===== config.mk =====
export PLATFORM = sky130hd
export DESIGN_NAME = fair_task_scheduler
export DESIGN_NICKNAME = d
export VERILOG_FILES = /design/src/rtl/core/fts_pkg.sv /design/src/rtl/core/fair_task_scheduler.sv
export SDC_FILE = /design/constraint.sdc
export NUM_CORES = 2
export LEC_CHECK = 0
export ABC_AREA = 0
export BUFFER_PORTS_ARGS = -buffer_cell sky130_fd_sc_hd__buf_4
export CAP_MARGIN = 10
export CORE_ASPECT_RATIO = 0.9
export CORE_MARGIN = 3
export CORE_UTILIZATION = 61
export DETAILED_ROUTE_END_ITERATION = 16
export MAX_ROUTING_LAYER = met4
export PLACE_DENSITY_LB_ADDON = 0.05
export SYNTH_ARGS = -nofsm -noshare
export SYNTH_HDL_FRONTEND = slang
export SYNTH_HIERARCHICAL = 1
export SYNTH_SLANG_ARGS = --single-unit

===== constraint.sdc =====
create_clock -name aclk -period 23.5 [get_ports aclk]
set_clock_uncertainty 0.15 [all_clocks]
set_input_delay 2.35 -clock aclk [delete_from_list [all_inputs] [get_ports aclk]]
set_output_delay 2.35 -clock aclk [all_outputs]
set_load 0.02 [all_outputs]

===== src/rtl/core/fts_pkg.sv =====
// Shared types and constants of the fair task scheduler.
package fts_pkg;
    localparam logic [2:0] ST_FREE     = 3'd0;
    localparam logic [2:0] ST_READY    = 3'd1;
    localparam logic [2:0] ST_RUNNING  = 3'd2;
    localparam logic [2:0] ST_SLEEPING = 3'd3;
    localparam logic [2:0] ST_BLOCKED  = 3'd4;

    localparam logic [2:0] OP_TICK  = 3'd0;
    localparam logic [2:0] OP_YIELD = 3'd1;
    localparam logic [2:0] OP_SLEEP = 3'd2;
    localparam logic [2:0] OP_BLOCK = 3'd3;
    localparam logic [2:0] OP_EXIT  = 3'd4;
    localparam logic [2:0] OP_WAKE  = 3'd5;
    localparam logic [2:0] OP_READY = 3'd6;
    localparam logic [2:0] OP_CREATE = 3'd7;

    localparam logic [1:0] STS_OK     = 2'd0;
    localparam logic [1:0] STS_IDLE   = 2'd1;
    localparam logic [1:0] STS_FULL   = 2'd2;
    localparam logic [1:0] STS_NOCUR  = 2'd3;

    // Byte addresses of the configuration registers.
    localparam logic [2:0] REG_SLICE  = 3'd0;
    localparam logic [2:0] REG_CHARGE = 3'd4;

    localparam logic [7:0]  SLICE_RESET  = 8'd10;
    localparam logic [31:0] CHARGE_RESET = 32'd1000000;

    // Scan control handed from the sequencer to the scan unit.
    typedef struct packed {
        logic start;
        logic [1:0] mode; // 0 pick, 1 load count, 2 free search
    } scan_ctl_t;

    localparam logic [1:0] SCAN_PICK = 2'd0;
    localparam logic [1:0] SCAN_LOAD = 2'd1;
    localparam logic [1:0] SCAN_FREE = 2'd2;

    // Weight shift from the stored niceness: 10 - nice, at most 30, zero from nice 10 up.
    function automatic logic [4:0] nice_shift(input logic [5:0] nv);
        logic signed [5:0] n;
        n = $signed(nv);
        if (n < -6'sd20) n = -6'sd20;
        if (n >= 6'sd10) return 5'd0;
        return 5'(10 - int'(n));
    endfunction
endpackage


===== src/rtl/core/fair_task_scheduler.sv =====
// Top level of the fair task scheduler: task table, sequencer and a shared scan unit.
//
// Channel   Dir  Fields (tdata low bit up)
// s_axis    in   operation[2:0] cpu[4:3] pid[8:5] sleep_ticks[40:9] nice[46:41]
// m_axis    out  status switched run_valid run_pid fresh_start new_pid load
// apb       cfg  slice_ticks @0, tick_charge @4
//
// Each item walks the task table entry by entry through one comparator. Wake,
// make-ready and an ignored event run only the load count; a tick that keeps its
// task runs the wake sweep before it, create the free search, and yield, sleep,
// block and exit the minimum search; a tick that reschedules runs the wake sweep,
// the minimum search and the load count. Each of these visits every entry once.
// s_tready is high only while the sequencer is idle and the output register is
// empty, so it returns in the cycle after the result is taken.
// Reset is synchronous on aresetn and frees every entry at once through the state flops.
module fair_task_scheduler #(
    parameter int ENTRIES = 16,
    parameter int CPUS = 4
) (
    input  logic        aclk,
    input  logic        aresetn,
    input  logic        s_tvalid,
    output logic        s_tready,
    input  logic [47:0] s_tdata, // operation, cpu, pid, sleep_ticks, nice
    output logic        m_tvalid,
    input  logic        m_tready,
    output logic [23:0] m_tdata, // status, switched, run_valid, run_pid, fresh_start, new_pid, load
    input  logic        psel,
    input  logic        penable,
    input  logic        pwrite,
    input  logic [2:0]  paddr,
    input  logic [31:0] pwdata,
    output logic [31:0] prdata,
    output logic        pready
);
    localparam int IW = (ENTRIES > 1) ? $clog2(ENTRIES) : 1;
    localparam int CW = (CPUS > 1) ? $clog2(CPUS) : 1;
    localparam int LW = $clog2(ENTRIES + 1);

    localparam logic [3:0] S_IDLE  = 4'd0;
    localparam logic [3:0] S_WAKE  = 4'd1;
    localparam logic [3:0] S_TICK  = 4'd2;
    localparam logic [3:0] S_PICK  = 4'd3;
    localparam logic [3:0] S_PWAIT = 4'd4;
    localparam logic [3:0] S_DISP  = 4'd5;
    localparam logic [3:0] S_FREE  = 4'd6;
    localparam logic [3:0] S_FWAIT = 4'd7;
    localparam logic [3:0] S_LOAD  = 4'd8;
    localparam logic [3:0] S_LWAIT = 4'd9;
    localparam logic [3:0] S_OUT   = 4'd10;

    logic [7:0]  slice_ticks_reg;
    logic [31:0] tick_charge_reg;
    logic [2:0]  st_reg [ENTRIES];
    logic        bound_reg [ENTRIES];
    logic [CW-1:0] tcpu_reg [ENTRIES];
    logic [63:0] rt_reg [ENTRIES];
    logic [7:0]  sl_reg [ENTRIES];
    logic [5:0]  nice_reg [ENTRIES];
    logic [31:0] wake_reg [ENTRIES];
    logic        first_reg [ENTRIES];
    logic [31:0] tick_counter_reg;
    logic        cur_v_reg [CPUS];
    logic [IW-1:0] cur_reg [CPUS];

    logic [3:0]  state_reg;
    logic [IW-1:0] widx_reg;
    logic [CW-1:0] cpu_reg;
    logic [5:0]  nin_reg;
    logic        prev_v_reg;
    logic [IW-1:0] prev_reg;
    logic [1:0]  status_reg;
    logic        fresh_reg;
    logic [3:0]  newp_reg;
    logic        tickmode_reg;
    logic        m_valid_reg;
    logic [23:0] m_data_reg;

    // Scan unit hookup.
    fts_pkg::scan_ctl_t ctl;
    logic scan_done;
    logic scan_found;
    logic [IW-1:0] scan_idx;
    logic [LW-1:0] scan_cnt;
    logic [IW-1:0] scan_ptr;
    logic [2:0] e_st;
    logic e_bound;
    logic [CW-1:0] e_cpu;
    logic [63:0] e_rt;
    logic [63:0] best_rt;

    assign e_st = st_reg[scan_ptr];
    assign e_bound = bound_reg[scan_ptr];
    assign e_cpu = tcpu_reg[scan_ptr];
    assign e_rt = rt_reg[scan_ptr];
    assign best_rt = rt_reg[scan_idx];

    fts_scan #(.ENTRIES(ENTRIES), .CPUS(CPUS)) u_scan (
        .aclk(aclk), .aresetn(aresetn), .ctl(ctl), .cpu(cpu_reg),
        .ptr(scan_ptr), .e_st(e_st), .e_bound(e_bound), .e_cpu(e_cpu),
        .e_rt(e_rt), .best_rt(best_rt), .done(scan_done), .found(scan_found),
        .idx(scan_idx), .cnt(scan_cnt)
    );

    logic [CW-1:0] in_cpu;
    always_comb begin
        if (CPUS == 1 || int'(s_tdata[4:3]) >= CPUS) in_cpu = '0;
        else in_cpu = CW'(s_tdata[4:3]);
    end

    assign s_tready = (state_reg == S_IDLE) && !m_valid_reg;
    assign m_tvalid = m_valid_reg;
    assign m_tdata = m_data_reg;
    assign pready = 1'b1;
    always_comb begin
        prdata = '0;
        if (paddr[2]) prdata = tick_charge_reg;
        else prdata = {24'd0, slice_ticks_reg};
    end

    logic [IW-1:0] cur_idx;
    logic cur_v;
    assign cur_idx = cur_reg[cpu_reg];
    assign cur_v = cur_v_reg[cpu_reg];

    always_comb begin
        ctl.start = 1'b0;
        ctl.mode = fts_pkg::SCAN_PICK;
        unique case (state_reg)
            S_PICK: begin ctl.start = 1'b1; ctl.mode = fts_pkg::SCAN_PICK; end
            S_FREE: begin ctl.start = 1'b1; ctl.mode = fts_pkg::SCAN_FREE; end
            S_LOAD: begin ctl.start = 1'b1; ctl.mode = fts_pkg::SCAN_LOAD; end
            default: ;
        endcase
    end

    logic [4:0] load_sat;
    always_comb begin
        load_sat = (LW > 5 && scan_cnt > LW'(31)) ? 5'd31 : 5'(scan_cnt);
    end

    always_ff @(posedge aclk) begin
        if (!aresetn) begin
            state_reg <= S_IDLE;
            m_valid_reg <= 1'b0;
            slice_ticks_reg <= fts_pkg::SLICE_RESET;
            tick_charge_reg <= fts_pkg::CHARGE_RESET;
            tick_counter_reg <= '0;
            for (int i = 0; i < ENTRIES; i++) begin
                st_reg[i] <= fts_pkg::ST_FREE;
                bound_reg[i] <= 1'b0;
                rt_reg[i] <= '0;
                sl_reg[i] <= fts_pkg::SLICE_RESET;
                nice_reg[i] <= '0;
                wake_reg[i] <= '0;
                first_reg[i] <= 1'b0;
            end
            for (int c = 0; c < CPUS; c++) cur_v_reg[c] <= 1'b0;
        end else begin
            if (psel && penable && pwrite) begin
                if (paddr == fts_pkg::REG_SLICE) slice_ticks_reg <= pwdata[7:0];
                else if (paddr == fts_pkg::REG_CHARGE) tick_charge_reg <= pwdata;
            end
            if (m_valid_reg && m_tready) m_valid_reg <= 1'b0;
            unique case (state_reg)
                S_IDLE: if (s_tvalid && s_tready) begin
                    cpu_reg <= in_cpu;
                    nin_reg <= s_tdata[46:41];
                    prev_v_reg <= cur_v_reg[in_cpu];
                    prev_reg <= cur_reg[in_cpu];
                    status_reg <= fts_pkg::STS_OK;
                    fresh_reg <= 1'b0;
                    newp_reg <= '0;
                    tickmode_reg <= 1'b0;
                    widx_reg <= '0;
                    unique case (s_tdata[2:0])
                        fts_pkg::OP_TICK: begin
                            tick_counter_reg <= tick_counter_reg + 32'd1;
                            state_reg <= S_WAKE;
                        end
                        fts_pkg::OP_YIELD: begin
                            if (cur_v_reg[in_cpu] &&
                                st_reg[cur_reg[in_cpu]] == fts_pkg::ST_RUNNING)
                                st_reg[cur_reg[in_cpu]] <= fts_pkg::ST_READY;
                            cur_v_reg[in_cpu] <= 1'b0;
                            state_reg <= S_PICK;
                        end
                        fts_pkg::OP_SLEEP, fts_pkg::OP_BLOCK, fts_pkg::OP_EXIT: begin
                            if (!cur_v_reg[in_cpu]) begin
                                status_reg <= fts_pkg::STS_NOCUR;
                                state_reg <= S_LOAD;
                            end else begin
                                if (s_tdata[2:0] == fts_pkg::OP_SLEEP) begin
                                    wake_reg[cur_reg[in_cpu]] <= tick_counter_reg +
                                                                 s_tdata[40:9];
                                    st_reg[cur_reg[in_cpu]] <= fts_pkg::ST_SLEEPING;
                                end else if (s_tdata[2:0] == fts_pkg::OP_BLOCK)
                                    st_reg[cur_reg[in_cpu]] <= fts_pkg::ST_BLOCKED;
                                else st_reg[cur_reg[in_cpu]] <= fts_pkg::ST_FREE;
                                cur_v_reg[in_cpu] <= 1'b0;
                                state_reg <= S_PICK;
                            end
                        end
                        fts_pkg::OP_WAKE: begin
                            if (int'(s_tdata[8:5]) < ENTRIES &&
                                st_reg[IW'(s_tdata[8:5])] == fts_pkg::ST_BLOCKED)
                                st_reg[IW'(s_tdata[8:5])] <= fts_pkg::ST_READY;
                            state_reg <= S_LOAD;
                        end
                        fts_pkg::OP_READY: begin
                            if (int'(s_tdata[8:5]) < ENTRIES &&
                                st_reg[IW'(s_tdata[8:5])] != fts_pkg::ST_FREE)
                                st_reg[IW'(s_tdata[8:5])] <= fts_pkg::ST_READY;
                            state_reg <= S_LOAD;
                        end
                        default: state_reg <= S_FREE;
                    endcase
                end
                S_WAKE: begin
                    // One entry per cycle for the sleeper check.
                    if (st_reg[widx_reg] == fts_pkg::ST_SLEEPING &&
                        tick_counter_reg >= wake_reg[widx_reg])
                        st_reg[widx_reg] <= fts_pkg::ST_READY;
                    widx_reg <= widx_reg + 1'b1;
                    if (int'(widx_reg) == ENTRIES - 1) state_reg <= S_TICK;
                end
                S_TICK: begin
                    if (!cur_v) state_reg <= S_PICK;
                    else begin
                        logic [7:0] ns;
                        ns = (sl_reg[cur_idx] > 0) ? sl_reg[cur_idx] - 8'd1 : 8'd0;
                        sl_reg[cur_idx] <= ns;
                        rt_reg[cur_idx] <= rt_reg[cur_idx] + {32'd0,
                            tick_charge_reg >> fts_pkg::nice_shift(nice_reg[cur_idx])};
                        if (ns > 0 && st_reg[cur_idx] == fts_pkg::ST_RUNNING)
                            state_reg <= S_LOAD;
                        else begin
                            st_reg[cur_idx] <= fts_pkg::ST_READY;
                            tickmode_reg <= 1'b1;
                            state_reg <= S_PICK;
                        end
                    end
                end
                S_PICK: state_reg <= S_PWAIT;
                S_PWAIT: if (scan_done) state_reg <= S_DISP;
                S_DISP: begin
                    if (tickmode_reg && (!scan_found || scan_idx == cur_idx)) begin
                        st_reg[cur_idx] <= fts_pkg::ST_RUNNING;
                        sl_reg[cur_idx] <= slice_ticks_reg;
                    end else if (!scan_found) begin
                        status_reg <= fts_pkg::STS_IDLE;
                        cur_v_reg[cpu_reg] <= 1'b0;
                    end else begin
                        cur_v_reg[cpu_reg] <= 1'b1;
                        cur_reg[cpu_reg] <= scan_idx;
                        st_reg[scan_idx] <= fts_pkg::ST_RUNNING;
                        sl_reg[scan_idx] <= slice_ticks_reg;
                        bound_reg[scan_idx] <= 1'b1;
                        tcpu_reg[scan_idx] <= cpu_reg;
                        fresh_reg <= first_reg[scan_idx];
                        first_reg[scan_idx] <= 1'b0;
                    end
                    state_reg <= S_LOAD;
                end
                S_FREE: state_reg <= S_FWAIT;
                S_FWAIT: if (scan_done) begin
                    if (!scan_found) status_reg <= fts_pkg::STS_FULL;
                    else begin
                        st_reg[scan_idx] <= fts_pkg::ST_READY;
                        bound_reg[scan_idx] <= 1'b0;
                        rt_reg[scan_idx] <= '0;
                        sl_reg[scan_idx] <= slice_ticks_reg;
                        nice_reg[scan_idx] <= nin_reg;
                        wake_reg[scan_idx] <= '0;
                        first_reg[scan_idx] <= 1'b1;
                        newp_reg <= 4'(scan_idx);
                    end
                    state_reg <= S_LOAD;
                end
                S_LOAD: state_reg <= S_LWAIT;
                S_LWAIT: if (scan_done) state_reg <= S_OUT;
                S_OUT: begin
                    m_valid_reg <= 1'b1;
                    m_data_reg <= {6'b000000, load_sat, newp_reg, fresh_reg,
                        cur_v ? 4'(cur_idx) : 4'd0, cur_v,
                        cur_v && (!prev_v_reg || cur_idx != prev_reg), status_reg};
                    state_reg <= S_IDLE;
                end
                default: state_reg <= S_IDLE;
            endcase
        end
    end

    a_no_accept_busy: assert property (@(posedge aclk) disable iff (!aresetn)
        (state_reg != S_IDLE) |-> !s_tready) else $error("accept while busy");
    a_out_after_seq: assert property (@(posedge aclk) disable iff (!aresetn)
        $rose(m_valid_reg) |-> $past(state_reg) == S_OUT) else $error("stray result");
    a_out_hold: assert property (@(posedge aclk) disable iff (!aresetn)
        (m_valid_reg && !m_tready) |=> m_valid_reg && $stable(m_data_reg))
        else $error("result dropped");
endmodule

// Shared scan unit: visits one table entry per cycle through a single comparator.
module fts_scan #(
    parameter int ENTRIES = 16,
    parameter int CPUS = 4,
    localparam int IW = (ENTRIES > 1) ? $clog2(ENTRIES) : 1,
    localparam int CW = (CPUS > 1) ? $clog2(CPUS) : 1,
    localparam int LW = $clog2(ENTRIES + 1)
) (
    input  logic               aclk,
    input  logic               aresetn,
    input  fts_pkg::scan_ctl_t ctl,
    input  logic [CW-1:0]      cpu,
    output logic [IW-1:0]      ptr,
    input  logic [2:0]         e_st,
    input  logic               e_bound,
    input  logic [CW-1:0]      e_cpu,
    input  logic [63:0]        e_rt,
    input  logic [63:0]        best_rt,
    output logic               done,
    output logic               found,
    output logic [IW-1:0]      idx,
    output logic [LW-1:0]      cnt
);
    logic          busy_reg;
    logic [1:0]    mode_reg;
    logic [IW-1:0] ptr_reg;
    logic          found_reg;
    logic [IW-1:0] idx_reg;
    logic [LW-1:0] cnt_reg;
    logic          done_reg;
    logic          eligible;
    logic          take;

    assign ptr = ptr_reg;
    assign done = done_reg;
    assign found = found_reg;
    assign idx = idx_reg;
    assign cnt = cnt_reg;

    // An unbound entry may run anywhere; a bound one only on its own CPU.
    assign eligible = !e_bound || (e_cpu == cpu);

    always_comb begin
        take = 1'b0;
        unique case (mode_reg)
            fts_pkg::SCAN_PICK:
                take = (e_st == fts_pkg::ST_READY || e_st == fts_pkg::ST_RUNNING) &&
                       eligible && (!found_reg || e_rt < best_rt);
            fts_pkg::SCAN_FREE: take = !found_reg && e_st == fts_pkg::ST_FREE;
            default: take = 1'b0;
        endcase
    end

    always_ff @(posedge aclk) begin
        if (!aresetn) begin
            busy_reg <= 1'b0;
            mode_reg <= fts_pkg::SCAN_PICK;
            ptr_reg <= '0;
            found_reg <= 1'b0;
            idx_reg <= '0;
            cnt_reg <= '0;
            done_reg <= 1'b0;
        end else begin
            done_reg <= 1'b0;
            if (ctl.start) begin
                busy_reg <= 1'b1;
                mode_reg <= ctl.mode;
                ptr_reg <= '0;
                found_reg <= 1'b0;
                cnt_reg <= '0;
            end else if (busy_reg) begin
                if (take) begin
                    found_reg <= 1'b1;
                    idx_reg <= ptr_reg;
                end
                if (mode_reg == fts_pkg::SCAN_LOAD && e_st != fts_pkg::ST_FREE &&
                    e_bound && e_cpu == cpu)
                    cnt_reg <= cnt_reg + 1'b1;
                if (int'(ptr_reg) == ENTRIES - 1) begin
                    busy_reg <= 1'b0;
                    done_reg <= 1'b1;
                end else begin
                    ptr_reg <= ptr_reg + 1'b1;
                end
            end
        end
    end
endmodule


==> flow_metrics.env <==
export IMPL_netlist_area_mm2=0.113
export IMPL_post_drt_wl_per_cell_um=32.9
export IMPL_layout_area_overhead_vs_synth_pct=8.98
export IMPL_cts_htree_levels=4
export IMPL_worstMarginPinSlew_ps=1290
export IMPL_hold_path_class="flip-flop to flip-flop"
export IMPL_via_per_inst=7.19
export IMPL_fmax_mhz=76.5
export IMPL_synth_avg_cell_area_um2=13.2
export IMPL_grt_max_degree=98
export IMPL_ys_types=102
export IMPL_finalSetupTns_ps=0
export IMPL_core_area_mm2=0.182
export IMPL_cts_setup_buffers=0
export IMPL_port_buffers=140
export IMPL_insertion_delay_ps=900
export IMPL_drv_slew=0
export IMPL_fin_nets=8591
export IMPL_clockRootBuffer="clkbuf_16"
export IMPL_p_per_area_mw_per_mm2=86.4
export IMPL_chipWidth_um=459
export IMPL_cts_buffer_depth=3
export IMPL_wl_met1_um=129000
export IMPL_cts_sinks=2036
export IMPL_wl_met3_um=51200
export IMPL_start_util_pct=61.8
export IMPL_dr_max_layer_used="met4"
export IMPL_hold_path_cell_count=0
export IMPL_detailed_place_hpwl_um=211000
export IMPL_p_leak_nw=42.7
export IMPL_power_mw=10.6
export IMPL_rsz0062_at_grt="false"
export IMPL_cts_buffers=205
export IMPL_setup_worst_path_start_class="flip-flop"
export IMPL_regArea_mm2=0.0598
export IMPL_finalWirelength_um=360000
export IMPL_synth_edf_count=1900
export IMPL_drive_above_1_share_pct=22.8
export IMPL_cts_resized=0
export IMPL_drc=0
export IMPL_cts_hold_buffers=0
export IMPL_synth_seq_area_share_pct=53.1
export IMPL_syn_instance_count=8502
export IMPL_slew_headroom_pct=13.4
export IMPL_hold_viol=0
export IMPL_final_cell_mix="edfxtp_1 (1,900), nor2_1 (1,894), mux4_2 (1,107), nand2_1 (654), buf_4 (322)"
export IMPL_ys_warn_count=6
export IMPL_cp_slowest_cell="mux4_4"
export IMPL_arrival_ps=13490
export IMPL_max_vdd_ir_drop_mv=0.0909
export IMPL_setup_viol=0
export IMPL_drtIter0Drc=12450
export IMPL_crit_path_end_kind="flip-flop"
export IMPL_rows=148
export IMPL_path_max_fanout=46
export IMPL_slowest_delay_ps=1030
export IMPL_fin_cells=10931
export IMPL_ys_async_sr_fraction_pct=0
export IMPL_fillers=13015
export IMPL_worstSetupPathType="flip-flop to flip-flop"
export IMPL_status="completed"
export IMPL_num_io_pins=149
export IMPL_vias=78643
export IMPL_grt_pass1_vias=76713
export IMPL_largest_reg_flops=1024
export IMPL_grt_ovfl_total=0
export IMPL_grt_pass1_wl_um=520000
export IMPL_drt_first_pass_iters=8
export IMPL_antenna_found_initial=16
export IMPL_grt_usage_pct=39.2
export IMPL_layout_commonest_cell="edfxtp_1"
export IMPL_multiInputGateArea_mm2=0.0497
export IMPL_clk_pin_slew_ps=70
export IMPL_chipHeight_um=413
export IMPL_maxCapViolations=0
export IMPL_cp_common_cell="nor2_1"
export IMPL_final_period_utilization_pct=55.7
export IMPL_antenna_left=0
export IMPL_synth_seq_cells=2036
export IMPL_place_congestion=0.935
export IMPL_wl_met2_um=164000
export IMPL_r2r_cells=33
export IMPL_dieArea_mm2=0.190
export IMPL_cp_data_required_time_ps=23920
export IMPL_cts_tree="done"
export IMPL_dp_cells=10514
export IMPL_synth_ff_type="edfxtp_1"
export IMPL_fin_crit_ps=13080
## critical path, delay by kind of cell, from the launching register on
kind	cells	cell delay, ps
flip-flops	1	820
adder cells (fa/ha/maj)	4	2100
XOR/XNOR	1	920
AND/OR/NAND/NOR	10	2070
buffers and inverters	3	930
multiplexers	2	1310
AO/OA/AOI/OAI	13	4380
## where the power goes
group	internal [mW]	switching [mW]	leakage [nW]	total, mW
Combinational	1.11	1.82	18.8	2.93
Clock	1.93	1.49	3.41	3.43
Sequential	4.10	0.150	20.5	4.25
## cell type report
class                   count  area share, %
clock buffers             261           4.48
clock inverters           125           1.21
diodes                     19         0.0388
repair buffers            328           2.05
well taps                2400           2.45
multi-input cells        5612           40.5
flip-flops and latches   2036           48.8
inverters                 150          0.459
## per-stage QoR
stage               utilization, %  hold slack (ps)  cell area (um^2)  setup WS (ps)
detailed placement            63.5              257            116000          10740
finish                        67.4              275            123000          10420
global route                  67.4              277            123000           9620
floorplan                        -              250            113000          14670
CTS                           67.3              276            122000          10600
global placement              63.5              255            116000          10890
## metal layers
metal	GRT usage, %	up-vias
li1	-	32012
met1	52.3	39689
met2	57.7	5937
met3	11.2	1005
met4	15.2	0
met5	-	-
## cells by family after synthesis
group,after synthesis,synth area share [%]
and+or+nand+nor,3231,12.2
DFF,2036,53.1
muxes,1352,24.4
buffers and inverters,859,3.14
AOI/OAI and AO/OA,718,4.21
adders and majority gates,168,1.88
xor gates and xnor gates,136,1.06
other,2,0.00667
## synthesized netlist by cell type, drive strengths merged, types with 31 or more instances
library cell / count / area, um^2
a211oi: 45 / 370
a21o: 56 / 420
a21oi: 192 / 961
a31oi: 78 / 509
and2: 62 / 388
and3: 176 / 1100
buf: 213 / 1110
clkbuf: 496 / 1860
dfxtp: 136 / 2720
edfxtp: 1900 / 57100
ha: 166 / 2080
inv: 148 / 556
mux2: 45 / 507
mux2i: 196 / 1960
mux4: 1111 / 25000
nand2: 698 / 2620
nand2b: 46 / 303
nand3: 124 / 631
nand4: 34 / 219
nor2: 1895 / 7120
nor2b: 41 / 257
nor3: 54 / 270
o21ai: 128 / 648
o22ai: 31 / 194
xnor2: 72 / 631
xor2: 64 / 561
## final timing paths
path | startpoint | endpoint | slack (ps)
min | newp_reg[1] | m_tdata[10] | 280
min reg2reg | newp_reg[1] | m_tdata[10] | 280
max | flip-flop | rt_reg[0][56] | 10420
max reg2reg | flip-flop | rt_reg[0][56] | 10420
Power figures use the tool's default switching activity.
